**config.mk**
```make
export PLATFORM = sky130hd
export DESIGN_NAME = ppc_ctrl
export DESIGN_NICKNAME = d
export VERILOG_FILES = /design/src/rtl/ppc_pkg.sv /design/src/rtl/ppc_ctrl.sv
export SDC_FILE = /design/constraint.sdc
export NUM_CORES = 1
export LEC_CHECK = 0
export ABC_AREA = 1
export ABC_CLOCK_PERIOD_IN_PS = 2830
export BUFFER_PORTS_ARGS = -buffer_cell sky130_fd_sc_hd__buf_4
export CORE_MARGIN = 3
export CORE_UTILIZATION = 35
export CTS_BUF_LIST = sky130_fd_sc_hd__clkbuf_16
export DETAILED_ROUTE_END_ITERATION = 10
export GPL_ROUTABILITY_DRIVEN = 0
export HOLD_SLACK_MARGIN = 0.1
export PLACE_DENSITY = 0.67
export SLEW_MARGIN = 15
export SYNTH_ARGS = -nofsm -noshare
export SYNTH_HDL_FRONTEND = slang
export SYNTH_SLANG_ARGS = --single-unit
```
**constraint.sdc**
```tcl
create_clock -name clock -period 2.83 [get_ports clock]
set_input_delay 0.4245 -clock clock [delete_from_list [all_inputs] [get_ports clock]]
set_output_delay 0.4245 -clock clock [all_outputs]
set_load 0.01 [all_outputs]
```
**src/rtl/ppc_pkg.sv**
```systemverilog
// Shared types, constants and command structs for the polygon plane clipper.
`default_nettype none
package ppc_pkg;
   localparam int MaxVertsDefault = 64;
   localparam int CoordW = 32;
   localparam int CountW = 8;
   localparam int TW = 17;
   localparam logic [1:0] KIND_KEPT  = 2'd0;
   localparam logic [1:0] KIND_ISECT = 2'd1;
   localparam logic [1:0] KIND_TERM  = 2'd2;
   localparam logic [1:0] CSR_NX = 2'd0;
   localparam logic [1:0] CSR_NY = 2'd1;
   localparam logic [1:0] CSR_NZ = 2'd2;
   localparam logic [1:0] CSR_OFS = 2'd3;

   typedef enum logic [4:0] {
      ST_IDLE, ST_DOT_X, ST_DOT_Y, ST_DOT_Z, ST_DIST, ST_EDGE1,
      ST_DIV1, ST_MUL1, ST_EMIT_I1, ST_EMIT_K1, ST_EDGE2, ST_DIV2, ST_MUL2,
      ST_EMIT_I2, ST_EMIT_K2, ST_TERM, ST_COMMIT
   } state_type;

   // datapath operation selects
   typedef enum logic [3:0] {
      OP_NONE, OP_CAPTURE, OP_DOT_X, OP_DOT_Y, OP_DOT_Z, OP_DIST,
      OP_DIV_START, OP_DIV_STEP, OP_MUL, OP_COMMIT
   } op_type;

   typedef struct packed {
      op_type     op;
      logic       edge2;     // closing edge: prev=cur, cur=first
      logic       emit;
      logic [1:0] kind;
      logic       emit_end;  // result carries polygon end
   } cmd_type;

   typedef struct packed {
      logic prev_in;
      logic cur_in;
      logic div_done;
      logic mul_done;
      logic is_last;
      logic first;
      logic out_busy;
      logic end_pending; // no further vertex emitted in this step
   } status_type;
endpackage
`default_nettype wire

```
**src/rtl/ppc_ctrl.sv**
```systemverilog
// Controller state machine for the polygon plane clipper.
`default_nettype none
module ppc_ctrl (
   input  wire logic               clock,
   input  wire logic               reset,
   input  wire logic               start,
   input  wire ppc_pkg::status_type st,
   output ppc_pkg::cmd_type        cmd,
   output logic                    idle
);
   ppc_pkg::state_type state_ff, state_in;

   always_comb begin
      state_in = state_ff;
      unique case (state_ff)
         ppc_pkg::ST_IDLE:   if (start) state_in = ppc_pkg::ST_DOT_X;
         ppc_pkg::ST_DOT_X:  state_in = ppc_pkg::ST_DOT_Y;
         ppc_pkg::ST_DOT_Y:  state_in = ppc_pkg::ST_DOT_Z;
         ppc_pkg::ST_DOT_Z:  state_in = ppc_pkg::ST_DIST;
         ppc_pkg::ST_DIST:   state_in = ppc_pkg::ST_EDGE1;
         ppc_pkg::ST_EDGE1: begin
            priority if (st.first) state_in = ppc_pkg::ST_EDGE2;
            else if (st.prev_in != st.cur_in) state_in = ppc_pkg::ST_DIV1;
            else if (st.cur_in) state_in = ppc_pkg::ST_EMIT_K1;
            else state_in = ppc_pkg::ST_EDGE2;
         end
         ppc_pkg::ST_DIV1:   if (st.div_done) state_in = ppc_pkg::ST_MUL1;
         ppc_pkg::ST_MUL1:   if (st.mul_done) state_in = ppc_pkg::ST_EMIT_I1;
         ppc_pkg::ST_EMIT_I1: if (!st.out_busy)
            state_in = st.cur_in ? ppc_pkg::ST_EMIT_K1 : ppc_pkg::ST_EDGE2;
         ppc_pkg::ST_EMIT_K1: if (!st.out_busy) state_in = ppc_pkg::ST_EDGE2;
         ppc_pkg::ST_EDGE2: begin
            // edge2 status: prev_in/cur_in now describe cur->first
            priority if (!st.is_last) state_in = ppc_pkg::ST_COMMIT;
            else if (st.first) state_in = ppc_pkg::ST_TERM;
            else if (st.prev_in != st.cur_in) state_in = ppc_pkg::ST_DIV2;
            else if (st.cur_in) state_in = ppc_pkg::ST_EMIT_K2;
            else state_in = ppc_pkg::ST_TERM;
         end
         ppc_pkg::ST_DIV2:   if (st.div_done) state_in = ppc_pkg::ST_MUL2;
         ppc_pkg::ST_MUL2:   if (st.mul_done) state_in = ppc_pkg::ST_EMIT_I2;
         ppc_pkg::ST_EMIT_I2: if (!st.out_busy)
            state_in = st.cur_in ? ppc_pkg::ST_EMIT_K2 : ppc_pkg::ST_TERM;
         ppc_pkg::ST_EMIT_K2: if (!st.out_busy) state_in = ppc_pkg::ST_TERM;
         ppc_pkg::ST_TERM:   if (!st.out_busy) state_in = ppc_pkg::ST_COMMIT;
         ppc_pkg::ST_COMMIT: state_in = ppc_pkg::ST_IDLE;
         default:            state_in = ppc_pkg::ST_IDLE;
      endcase
   end

   always_comb begin
      cmd = '0;
      cmd.op = ppc_pkg::OP_NONE;
      cmd.edge2 = 1'b0;
      unique case (state_ff)
         ppc_pkg::ST_IDLE:   if (start) cmd.op = ppc_pkg::OP_CAPTURE;
         ppc_pkg::ST_DOT_X:  cmd.op = ppc_pkg::OP_DOT_X;
         ppc_pkg::ST_DOT_Y:  cmd.op = ppc_pkg::OP_DOT_Y;
         ppc_pkg::ST_DOT_Z:  cmd.op = ppc_pkg::OP_DOT_Z;
         ppc_pkg::ST_DIST:   cmd.op = ppc_pkg::OP_DIST;
         ppc_pkg::ST_EDGE1:  cmd.op = ppc_pkg::OP_DIV_START;
         ppc_pkg::ST_DIV1:   cmd.op = ppc_pkg::OP_DIV_STEP;
         ppc_pkg::ST_MUL1:   cmd.op = ppc_pkg::OP_MUL;
         ppc_pkg::ST_EMIT_I1: begin
            cmd.emit = 1'b1; cmd.kind = ppc_pkg::KIND_ISECT;
            cmd.emit_end = st.is_last && !st.cur_in && st.end_pending;
         end
         ppc_pkg::ST_EMIT_K1: begin
            cmd.emit = 1'b1; cmd.kind = ppc_pkg::KIND_KEPT;
            cmd.emit_end = st.is_last && st.end_pending;
         end
         ppc_pkg::ST_EDGE2: begin cmd.edge2 = 1'b1; cmd.op = ppc_pkg::OP_DIV_START; end
         ppc_pkg::ST_DIV2:  begin cmd.edge2 = 1'b1; cmd.op = ppc_pkg::OP_DIV_STEP; end
         ppc_pkg::ST_MUL2:  begin cmd.edge2 = 1'b1; cmd.op = ppc_pkg::OP_MUL; end
         ppc_pkg::ST_EMIT_I2: begin
            cmd.edge2 = 1'b1; cmd.emit = 1'b1; cmd.kind = ppc_pkg::KIND_ISECT;
            cmd.emit_end = !st.cur_in;
         end
         ppc_pkg::ST_EMIT_K2: begin
            cmd.edge2 = 1'b1; cmd.emit = 1'b1; cmd.kind = ppc_pkg::KIND_KEPT;
            cmd.emit_end = 1'b1;
         end
         ppc_pkg::ST_TERM: begin
            cmd.edge2 = 1'b1; cmd.emit = st.end_pending; cmd.kind = ppc_pkg::KIND_TERM;
            cmd.emit_end = 1'b1;
         end
         ppc_pkg::ST_COMMIT: cmd.op = ppc_pkg::OP_COMMIT;
         default: cmd.op = ppc_pkg::OP_NONE;
      endcase
   end

   assign idle = (state_ff == ppc_pkg::ST_IDLE);

   always_ff @(posedge clock) begin
      if (reset) state_ff <= ppc_pkg::ST_IDLE;
      else       state_ff <= state_in;
   end

`ifndef NO_ASSERTIONS
   a_start_idle: assert property (@(posedge clock) disable iff (reset)
      start |-> state_ff == ppc_pkg::ST_IDLE) else $error("start while busy");
   a_capture: assert property (@(posedge clock) disable iff (reset)
      (state_ff == ppc_pkg::ST_IDLE && start) |=> state_ff == ppc_pkg::ST_DOT_X)
      else $error("capture not followed by dot");
   a_commit: assert property (@(posedge clock) disable iff (reset)
      state_ff == ppc_pkg::ST_COMMIT |=> state_ff == ppc_pkg::ST_IDLE)
      else $error("commit did not return");
`endif
endmodule
`default_nettype wire

```
==> results of run 1 <==
==> stage by stage <==
stage / power, uW / util [%]
3_3_place_gp: 537 / 49.0
6_report: 768 / 53.3
3_5_place_dp: 539 / 49.0
2_1_floorplan: 395 / -
5_1_grt: 833 / 53.3
4_1_cts: 771 / 53.3
==> critical path, stage by stage, from the launching register on <==
cell and delay [ns]:
sky130_fd_sc_hd__dfxtp_1 0.50, sky130_fd_sc_hd__inv_4 0.10, sky130_fd_sc_hd__nand2_2 0.11, sky130_fd_sc_hd__nor2_4 0.06, sky130_fd_sc_hd__nand2_1 0.12, sky130_fd_sc_hd__nand2_1 0.07, sky130_fd_sc_hd__nor2_1 0.16, sky130_fd_sc_hd__nand3_1 0.09
sky130_fd_sc_hd__buf_4 0.15
==> placed cells by master, fill, tap and decap left out, drive strengths merged <==
| cell | instances |
|---|---|
| a211oi | 1 |
| a21oi | 7 |
| buf | 20 |
| clkbuf | 3 |
| dfxtp | 5 |
| ha | 1 |
| inv | 18 |
| nand2 | 50 |
| nand3 | 18 |
| nand4 | 4 |
| nor2 | 30 |
| o211ai | 2 |
| o21ai | 2 |
| o221ai | 1 |
| o22ai | 1 |
==> cell type report <==
type	count	share of cell area [%]
Clock inverter	1	0.383
Sequential cell	5	10.2
Timing Repair Buffer	20	15.3
Multi-Input combinational cell	117	56.4
Clock buffer	3	7.66
Inverter	17	6.77
Tap cell	25	3.19
==> where the power goes <==
| part | leakage [uW] | internal, uW | switching, uW |
|---|---|---|---|
| clock network | 0.0000423 | 183 | 45.9 |
| registers | 0.0000407 | 87.8 | 33.2 |
| logic | 0.000455 | 155 | 263 |
| total | 0.000538 | 426 | 342 |
==> metal layers <==
| layer | GRT usage (%) | vias up | routed length (um) |
|---|---|---|---|
| met5 | 0 | - | 0 |
| met4 | 1.31 | 0 | 0 |
| met1 | 22.9 | 415 | 1040 |
| met2 | 27.8 | 37 | 1000 |
| met3 | 3.44 | 0 | 147 |
| li1 | - | 501 | - |
==> worst paths after layout <==
| path | start | to | slack, ns | cells after the start |
|---|---|---|---|---|
| worst min register to register | state_ff[1]$_SDFFE_PP0P_ | state_ff[1]$_SDFFE_PP0P_ | 0.54 | 2 |
| worst max-delay path | state_ff[4]$_SDFFE_PP0P_ | cmd[7] | 0.82 | 8 |
| worst min-delay path | reset | state_ff[3]$_SDFFE_PP0P_ | 0.39 | 2 |
| worst max register to register | state_ff[2]$_SDFFE_PP0P_ | state_ff[4]$_SDFFE_PP0P_ | 1.30 | 9 |
==> cell families after synthesis <==
| family | synth area share (%) |
|---|---|
| AOI/OAI and AO/OA | 11.3 |
| adders and majority gates | 1.71 |
| buffers and inverters | 10.6 |
| DFF | 13.7 |
| and+or+nand+nor | 62.7 |
==> impl.org, run 1 <==
** Clocking
- In this run, post-CTS hold repair placed 0 buffers.
- CTS saw 5 sinks.
- H-Tree Level Count :: 1
- The number of gates resized after CTS was 0.
- The clock reaches the later pin of the worst-skew pair after 0.23 ns.
- CTS tree :: done
- The clock passes through at most 2 buffers.
- Clock tree synthesis selected as its root buffer the cell sky130_fd_sc_hd__clkbuf_16.
- TritonCTS Buffers :: 3
- After clock tree synthesis, the setup repair step added 0 buffers.
- CTS clk-pin slew, worst paths :: roughly 0.03 ns

** Power
- In this run the power density over the cells is approximately 780 nW/um^2.
- Worst supply voltage drop on vdd :: between 0.5 and 0.6 mV
- For this design the static power due to leakage is 0.000538 uW.

** Route
- Final routed wire length divided by cell count :: between 10 and 15 um
- Total number of vias :: roughly 950
- The first routing iteration left 31 violations.
- Post-Route WL :: around 2.2 mm
- Remaining routing DRC violations :: 0
- Dividing the detail-routed via count by the number of cells gives 5.07.
- The detail route stage leaves a number of antenna-violating nets equal to 0.
- Before antenna repair, the detailed router went through 4 iterations.

** Setup path
- The critical path in this run is classified as flop to output port.
- Crit start category :: flop
- Arrival @ worst endpoint :: ~1.6 ns
- Biggest fanout along the worst timing path :: 7
- Data on the critical path is required at its endpoint by about 2.4 ns.
- STA classifies the critical path endpoint as an output port.

** GRT
- Vias in the first global route :: 808
- Initial antenna violation count :: 0
- Global routing finished with a remaining overflow of 0.
- Global routing consumed, over all layers together, around 17% of the routing resources.
- The first global-routing pass estimated about 3.4 mm of wire.
- Largest net degree at the start of global routing :: 10

** Yosys
- In this run, synthesis inferred 0 flip-flops with an integrated enable.
- Summing every instance area after synthesis gives 731 um^2.
- Fraction of post-synthesis cell area in the top cell type by area :: a little under a quarter
- A synthesized cell averages around 5.2 um^2.
- Counting instances in the post-synthesis netlist gives the leading cell types as 45 x sky130_fd_sc_hd__nand2_1, 26 x sky130_fd_sc_hd__nor2_1, 16 x sky130_fd_sc_hd__nand3_1.
- Sorting the synthesized cells by area gives the leading types as sky130_fd_sc_hd__nand2_1 23%, sky130_fd_sc_hd__dfxtp_1 14%, sky130_fd_sc_hd__nor2_1 13%.
- Most common flop cell mapped by yosys :: sky130_fd_sc_hd__dfxtp_1
- Count of mapped cells out of synthesis :: 140
- Yosys instantiated no cell more often than sky130_fd_sc_hd__nand2_1.
- Synthesized Nets :: between 150 and 200
- Async SR Flop Fraction :: 0%
- Library cells used by synthesis :: 21
- The Yosys step of the flow raised 0 warnings.
- Summing the sequential cell areas from Yosys gives a little over an eighth of the chip area.
- After synthesis the netlist holds a flip-flop and latch count of 5.
- Largest area contributor in the netlist :: sky130_fd_sc_hd__nand2_1

** STA
- Crit path time final :: ~2 ns
- Worst-case clock skew :: ~0.0018 ns
- For the pin with the worst max-slew slack, the measured transition is 0.432 ns.
- In this run the tightest slew margin relative to its limit is just over 70%.
- Crit share post-route :: a little under three quarters
- Timing would allow up to roughly 0.50 GHz.
- Hold Worst Slack :: about 0.39 ns
- Final Hold Vio Count :: 0
- In the final timing run, aggregate negative setup slack is 0 ns.
- Setup violations remaining at the end of the flow were counted as 0.
- Once routing completed, OpenROAD measured the worst setup slack at about 0.8 ns.
- The total count of max-transition violations in the final report is 0.
- Setup repair after global routing left no endpoint under its margin.

** Floorplanning
- Rows :: 15
- For this configuration, the core starts out at a cell density of roughly 40%.
- From bottom edge to top edge, the die measures just over 50 um.
- Top-level port count :: 21
- Floorplan Core Area :: about 1800 um^2
- Area enclosed by the die boundary :: 2670 um^2
- Chip Width :: 51.7 um

** Cells and area
- Excluding fillers, the count of instances in the completed layout stands at between 150 and 200.
- Registers take 100 um^2.
- Fill cells :: between 200 and 250
- Number of flip-flops in the largest register :: 5
- Register with the highest flop count :: state_ff
- Final design instance area without fill :: slightly below 1000 um^2
- Fraction of layout cells with a size suffix above 1 :: about 25%
- At the end of the flow, the number of nets in the layout was 176.
- Number of diodes :: 0
- Area Growth Syn to Fin :: 34.1%
- In the final layout, the multi-input gates occupy between 500 and 600 um^2.
- The largest registers in the layout are state_ff (5).

** Run
- Maximum Capacitance Violations :: 0

** Place
- Post-detail-place hpwl :: between 1.5 and 2 mm
- In this run the tool buffered the top-level ports with 20 buffer cells.
- Post-place instance area :: 901 um^2
- Instance count after placement with tap cells included :: about 180
- Setup Slack @ Placement :: roughly 1.1 ns

** Outcome
- The flow ran to the end, and the final reports show no timing, DRC or antenna violations.

** Min path
- In this run the worst hold path is classified as input pin to flop.
(Power assumes the default switching activity.)
==> inputs of run 2 (changes only) <==
--- a/config.mk
+++ b/config.mk
@@ -6,7 +6,7 @@
 export NUM_CORES = 1
 export LEC_CHECK = 0
 export ABC_AREA = 1
-export ABC_CLOCK_PERIOD_IN_PS = 2830
+export ABC_CLOCK_PERIOD_IN_PS = 1800
 export BUFFER_PORTS_ARGS = -buffer_cell sky130_fd_sc_hd__buf_4
 export CORE_MARGIN = 3
 export CORE_UTILIZATION = 35
@@ -14,7 +14,7 @@
 export DETAILED_ROUTE_END_ITERATION = 10
 export GPL_ROUTABILITY_DRIVEN = 0
 export HOLD_SLACK_MARGIN = 0.1
-export PLACE_DENSITY = 0.67
+export PLACE_DENSITY = 0.69
 export SLEW_MARGIN = 15
 export SYNTH_ARGS = -nofsm -noshare
 export SYNTH_HDL_FRONTEND = slang
==> constraint.sdc (replaced) <==
create_clock -name clock -period 1.8 [get_ports clock]
set_input_delay 0.27 -clock clock [delete_from_list [all_inputs] [get_ports clock]]
set_output_delay 0.27 -clock clock [all_outputs]
set_load 0.01 [all_outputs]
==> run 2 against run 1 <==
Sequential share of layout area up 0.71 points. Count of clock-buffer cells in the layout unchanged. Via count up 2.3%. Die area unchanged. Sequential cell count unchanged. Global-route usage up 0.41 points. Setup slack worse by 0.72 ns.
==> impl.org, run 2 (synthesis gave the netlist of run 1 again) <==
** Floorplanning
- Starting utilization of the core area :: approximately two fifths
- The floorplan step set the die width to roughly 52 um.
- The floorplan step defined a core boundary enclosing around 1800 um^2.
- Top-level port count :: 21
- Area enclosed by the die boundary :: roughly 2700 um^2
- From bottom edge to top edge, the die measures 51.7 um.
- Rows :: 15

** GRT
- The first global-routing pass estimated ~3.6 mm of wire.
- Across every metal layer, demand over resource in global routing totals around 17%.
- Initial antenna violation count :: 0
- Routing layer with the top usage in global route :: met2
- Remaining global-route overflow :: 0
- Entering global routing, the biggest net connects 10 pins.
- Met2 demand-to-capacity share in global routing :: 29.0%
- For this run, global-route usage on met1 was measured as 22.7%.
- Met3 track demand over resource :: roughly 4%
- The via count of the first global-routing pass is around 850.

** Clocking
- Root buffer selected by CTS :: sky130_fd_sc_hd__clkbuf_16
- Max clock buf depth :: 2
- Buffer count from post-CTS setup fixing :: 0
- Buffers inserted during clock tree synthesis total 3.
- In this run, post-CTS repair resized a total of 2 instances.
- Number of clock sinks :: 5
- CTS built an H-tree with a depth of 1.
- Hold Buf Count CTS :: 0
- CTS tree :: done
- Clock latency at the later pin of the worst-skew pair :: between 0.2 and 0.25 ns
- CTS clk-pin slew, worst paths :: approximately 0.030 ns

** Cells and area
- Final nets :: 176
- Leading cell type in the layout, fill and taps excluded :: sky130_fd_sc_hd__nand2_1
- Measured on the finished design, the core utilization comes to between 50% and 60%.
- Number of flip-flops in the largest register :: 5
- Register with the highest flop count :: state_ff
- 0 antenna diodes ended up in the layout.
- Fraction of layout cells with a size suffix above 1 :: 28.2%
- The library cells used most frequently in the layout, excluding fill and tap cells, are 45 x sky130_fd_sc_hd__nand2_1, 25 x sky130_fd_sc_hd__nor2_1, 20 x sky130_fd_sc_hd__buf_4.
- The largest registers in the layout are state_ff (5).
- Compared with the post-synthesis result, the final layout area differs by 36.3%.

** Power
- Per report_power, the clock group accounts for roughly 30% of the total.
- Cell internal power was estimated by the tool at approximately 680 uW.
- Per report_power, the combinational group accounts for a little over half of the total.
- Pleak :: around 0.00054 uW
- Power per unit of standard cell area :: between 1000 and 1500 nW/um^2
- In this run, flip-flops and latches consume 15.9% of the power.
- Worst supply voltage drop on vdd :: 0.760 mV
- Net switching power figure :: ~530 uW
- Switching part of the total :: roughly 44%

** Place
- In this run the tool buffered the top-level ports with 20 buffer cells.
- Post-detail-place hpwl :: between 1.5 and 2 mm

** Setup path
- The worst setup path is of the flop to output port kind.
- STA classifies the critical path startpoint as a flop.
- The worst setup path is captured at an output port.
- WP data required :: ~1.5 ns
- Capture point of the worst reg-to-reg path :: state_ff[0]$_SDFFE_PP0P_
- Arrival @ worst endpoint :: approximately 1.4 ns
- Critical path launch point :: state_ff[2]$_SDFFE_PP0P_
- Biggest fanout along the worst timing path :: 9
- The worst register-to-register path begins at state_ff[0]$_SDFFE_PP0P_.
- Worst r2r path cells :: 7
- Reg2reg setup slack :: 0.32 ns

** Route
- Post-Route WL :: 2.10 mm
- Iteration-0 DRC Markers :: 65
- Total number of vias :: 975
- The pre-antenna-repair detailed-routing pass consisted of 4 iterations.
- Drt via density :: 5.19
- Remaining routing DRC violations :: 0
- Once detail routing completed, the nets flagged for antenna violations numbered 0.
- Final routed wire length divided by cell count :: 11.1 um

** STA
- Crit share post-route :: a little over nine tenths
- On the final layout, the worst clock skew is about 0.0023 ns.
- Max-Slew Margin vs Limit :: just under 70%
- Unrepaired setup endpoints after global routing :: no
- Slew Viols, Final :: 0
- The routed design could run at a clock period as short as about 1.7 ns.
- Setup violations remaining at the end of the flow were counted as 0.
- Static timing analysis puts the maximum clock frequency at around 0.6 GHz.
- Sum Neg Setup Slack :: 0 ns
- For the pin with the worst max-slew slack, the measured transition is roughly 0.46 ns.
- The number of endpoints with negative hold slack in the final report was 0.

** Min path
- The startpoint identified for the worst hold timing path is reset.
- Depth of the worst hold-timing path :: 2
- Class of the tightest hold or removal check :: input pin to flop
- Terminating pin of the worst hold path :: state_ff[3]$_SDFFE_PP0P_

** Run
- The tool flagged a number of max-cap violations equal to 0.

** Outcome
- Result of the run :: completed
[run 2: cell counts in the layout (fill, tap and decap cells not counted)]
No cell type changed its count.
[run 2: final cells by class]
| type | count | area, um^2 |
|---|---|---|
| clock buffer | 3 | 75.1 |
| timing repair buffer | 20 | 150 |
| clock inverter | 1 | 3.75 |
| multi-input combinational | 117 | 561 |
| fill | 191 | 843 |
| tap | 25 | 31.3 |
| inverter | 17 | 66.3 |
| sequential | 5 | 109 |
[run 2: power groups by stage]
stage	Clock (uW)	Combinational [uW]	Sequential, uW
3_5_place_dp	0	646	186
2_1_floorplan	0	451	170
6_report	356	656	192
4_1_cts	360	649	185
3_3_place_gp	0	649	187
5_1_grt	375	738	195
[run 2: worst max path at each step]
| stage | slack, ns | depth (start not counted) | to |
|---|---|---|---|
| 6_report | 0.10 | 4 | cmd[0] |
| 5_1_grt | 0.003 | 4 | cmd[5] |
| 4_1_cts | 0.06 | 8 | cmd[7] |
| 3_5_place_dp | 0.21 | 8 | cmd[7] |
| 3_3_place_gp | 0.22 | 8 | cmd[7] |
| 2_1_floorplan | 0.45 | 6 | cmd[5] |
[run 2: critical path: stages (launching register included)]
cell	delay (ns)
sky130_fd_sc_hd__dfxtp_2	0.37
sky130_fd_sc_hd__nor2_1	0.28
sky130_fd_sc_hd__o211ai_1	0.19
sky130_fd_sc_hd__o221ai_1	0.20
sky130_fd_sc_hd__buf_4	0.16
[run 2: metal layers]
layer  part of all wire [%]  vias to the layer above
li1                       -                      507
met1                     43                      424
met2                     48                       44
met3                    9.3                        0
met4                      0                        0
met5                      0                        -
[run 2: per-stage QoR]
stage / cell area (um^2) / power [uW] / hold WS, ns / setup WS, ns / std cells
3_5_place_dp: 901 / 831 / 0.473 / 0.210 / 184
5_1_grt: 996 / 1310 / 0.242 / 0.00259 / 188
4_1_cts: 982 / 1190 / 0.231 / 0.0637 / 188
6_report: 996 / 1200 / 0.232 / 0.100 / 188
3_3_place_gp: 901 / 836 / 0.469 / 0.217 / 184
2_1_floorplan: 731 / 621 / 0.339 / 0.454 / 140
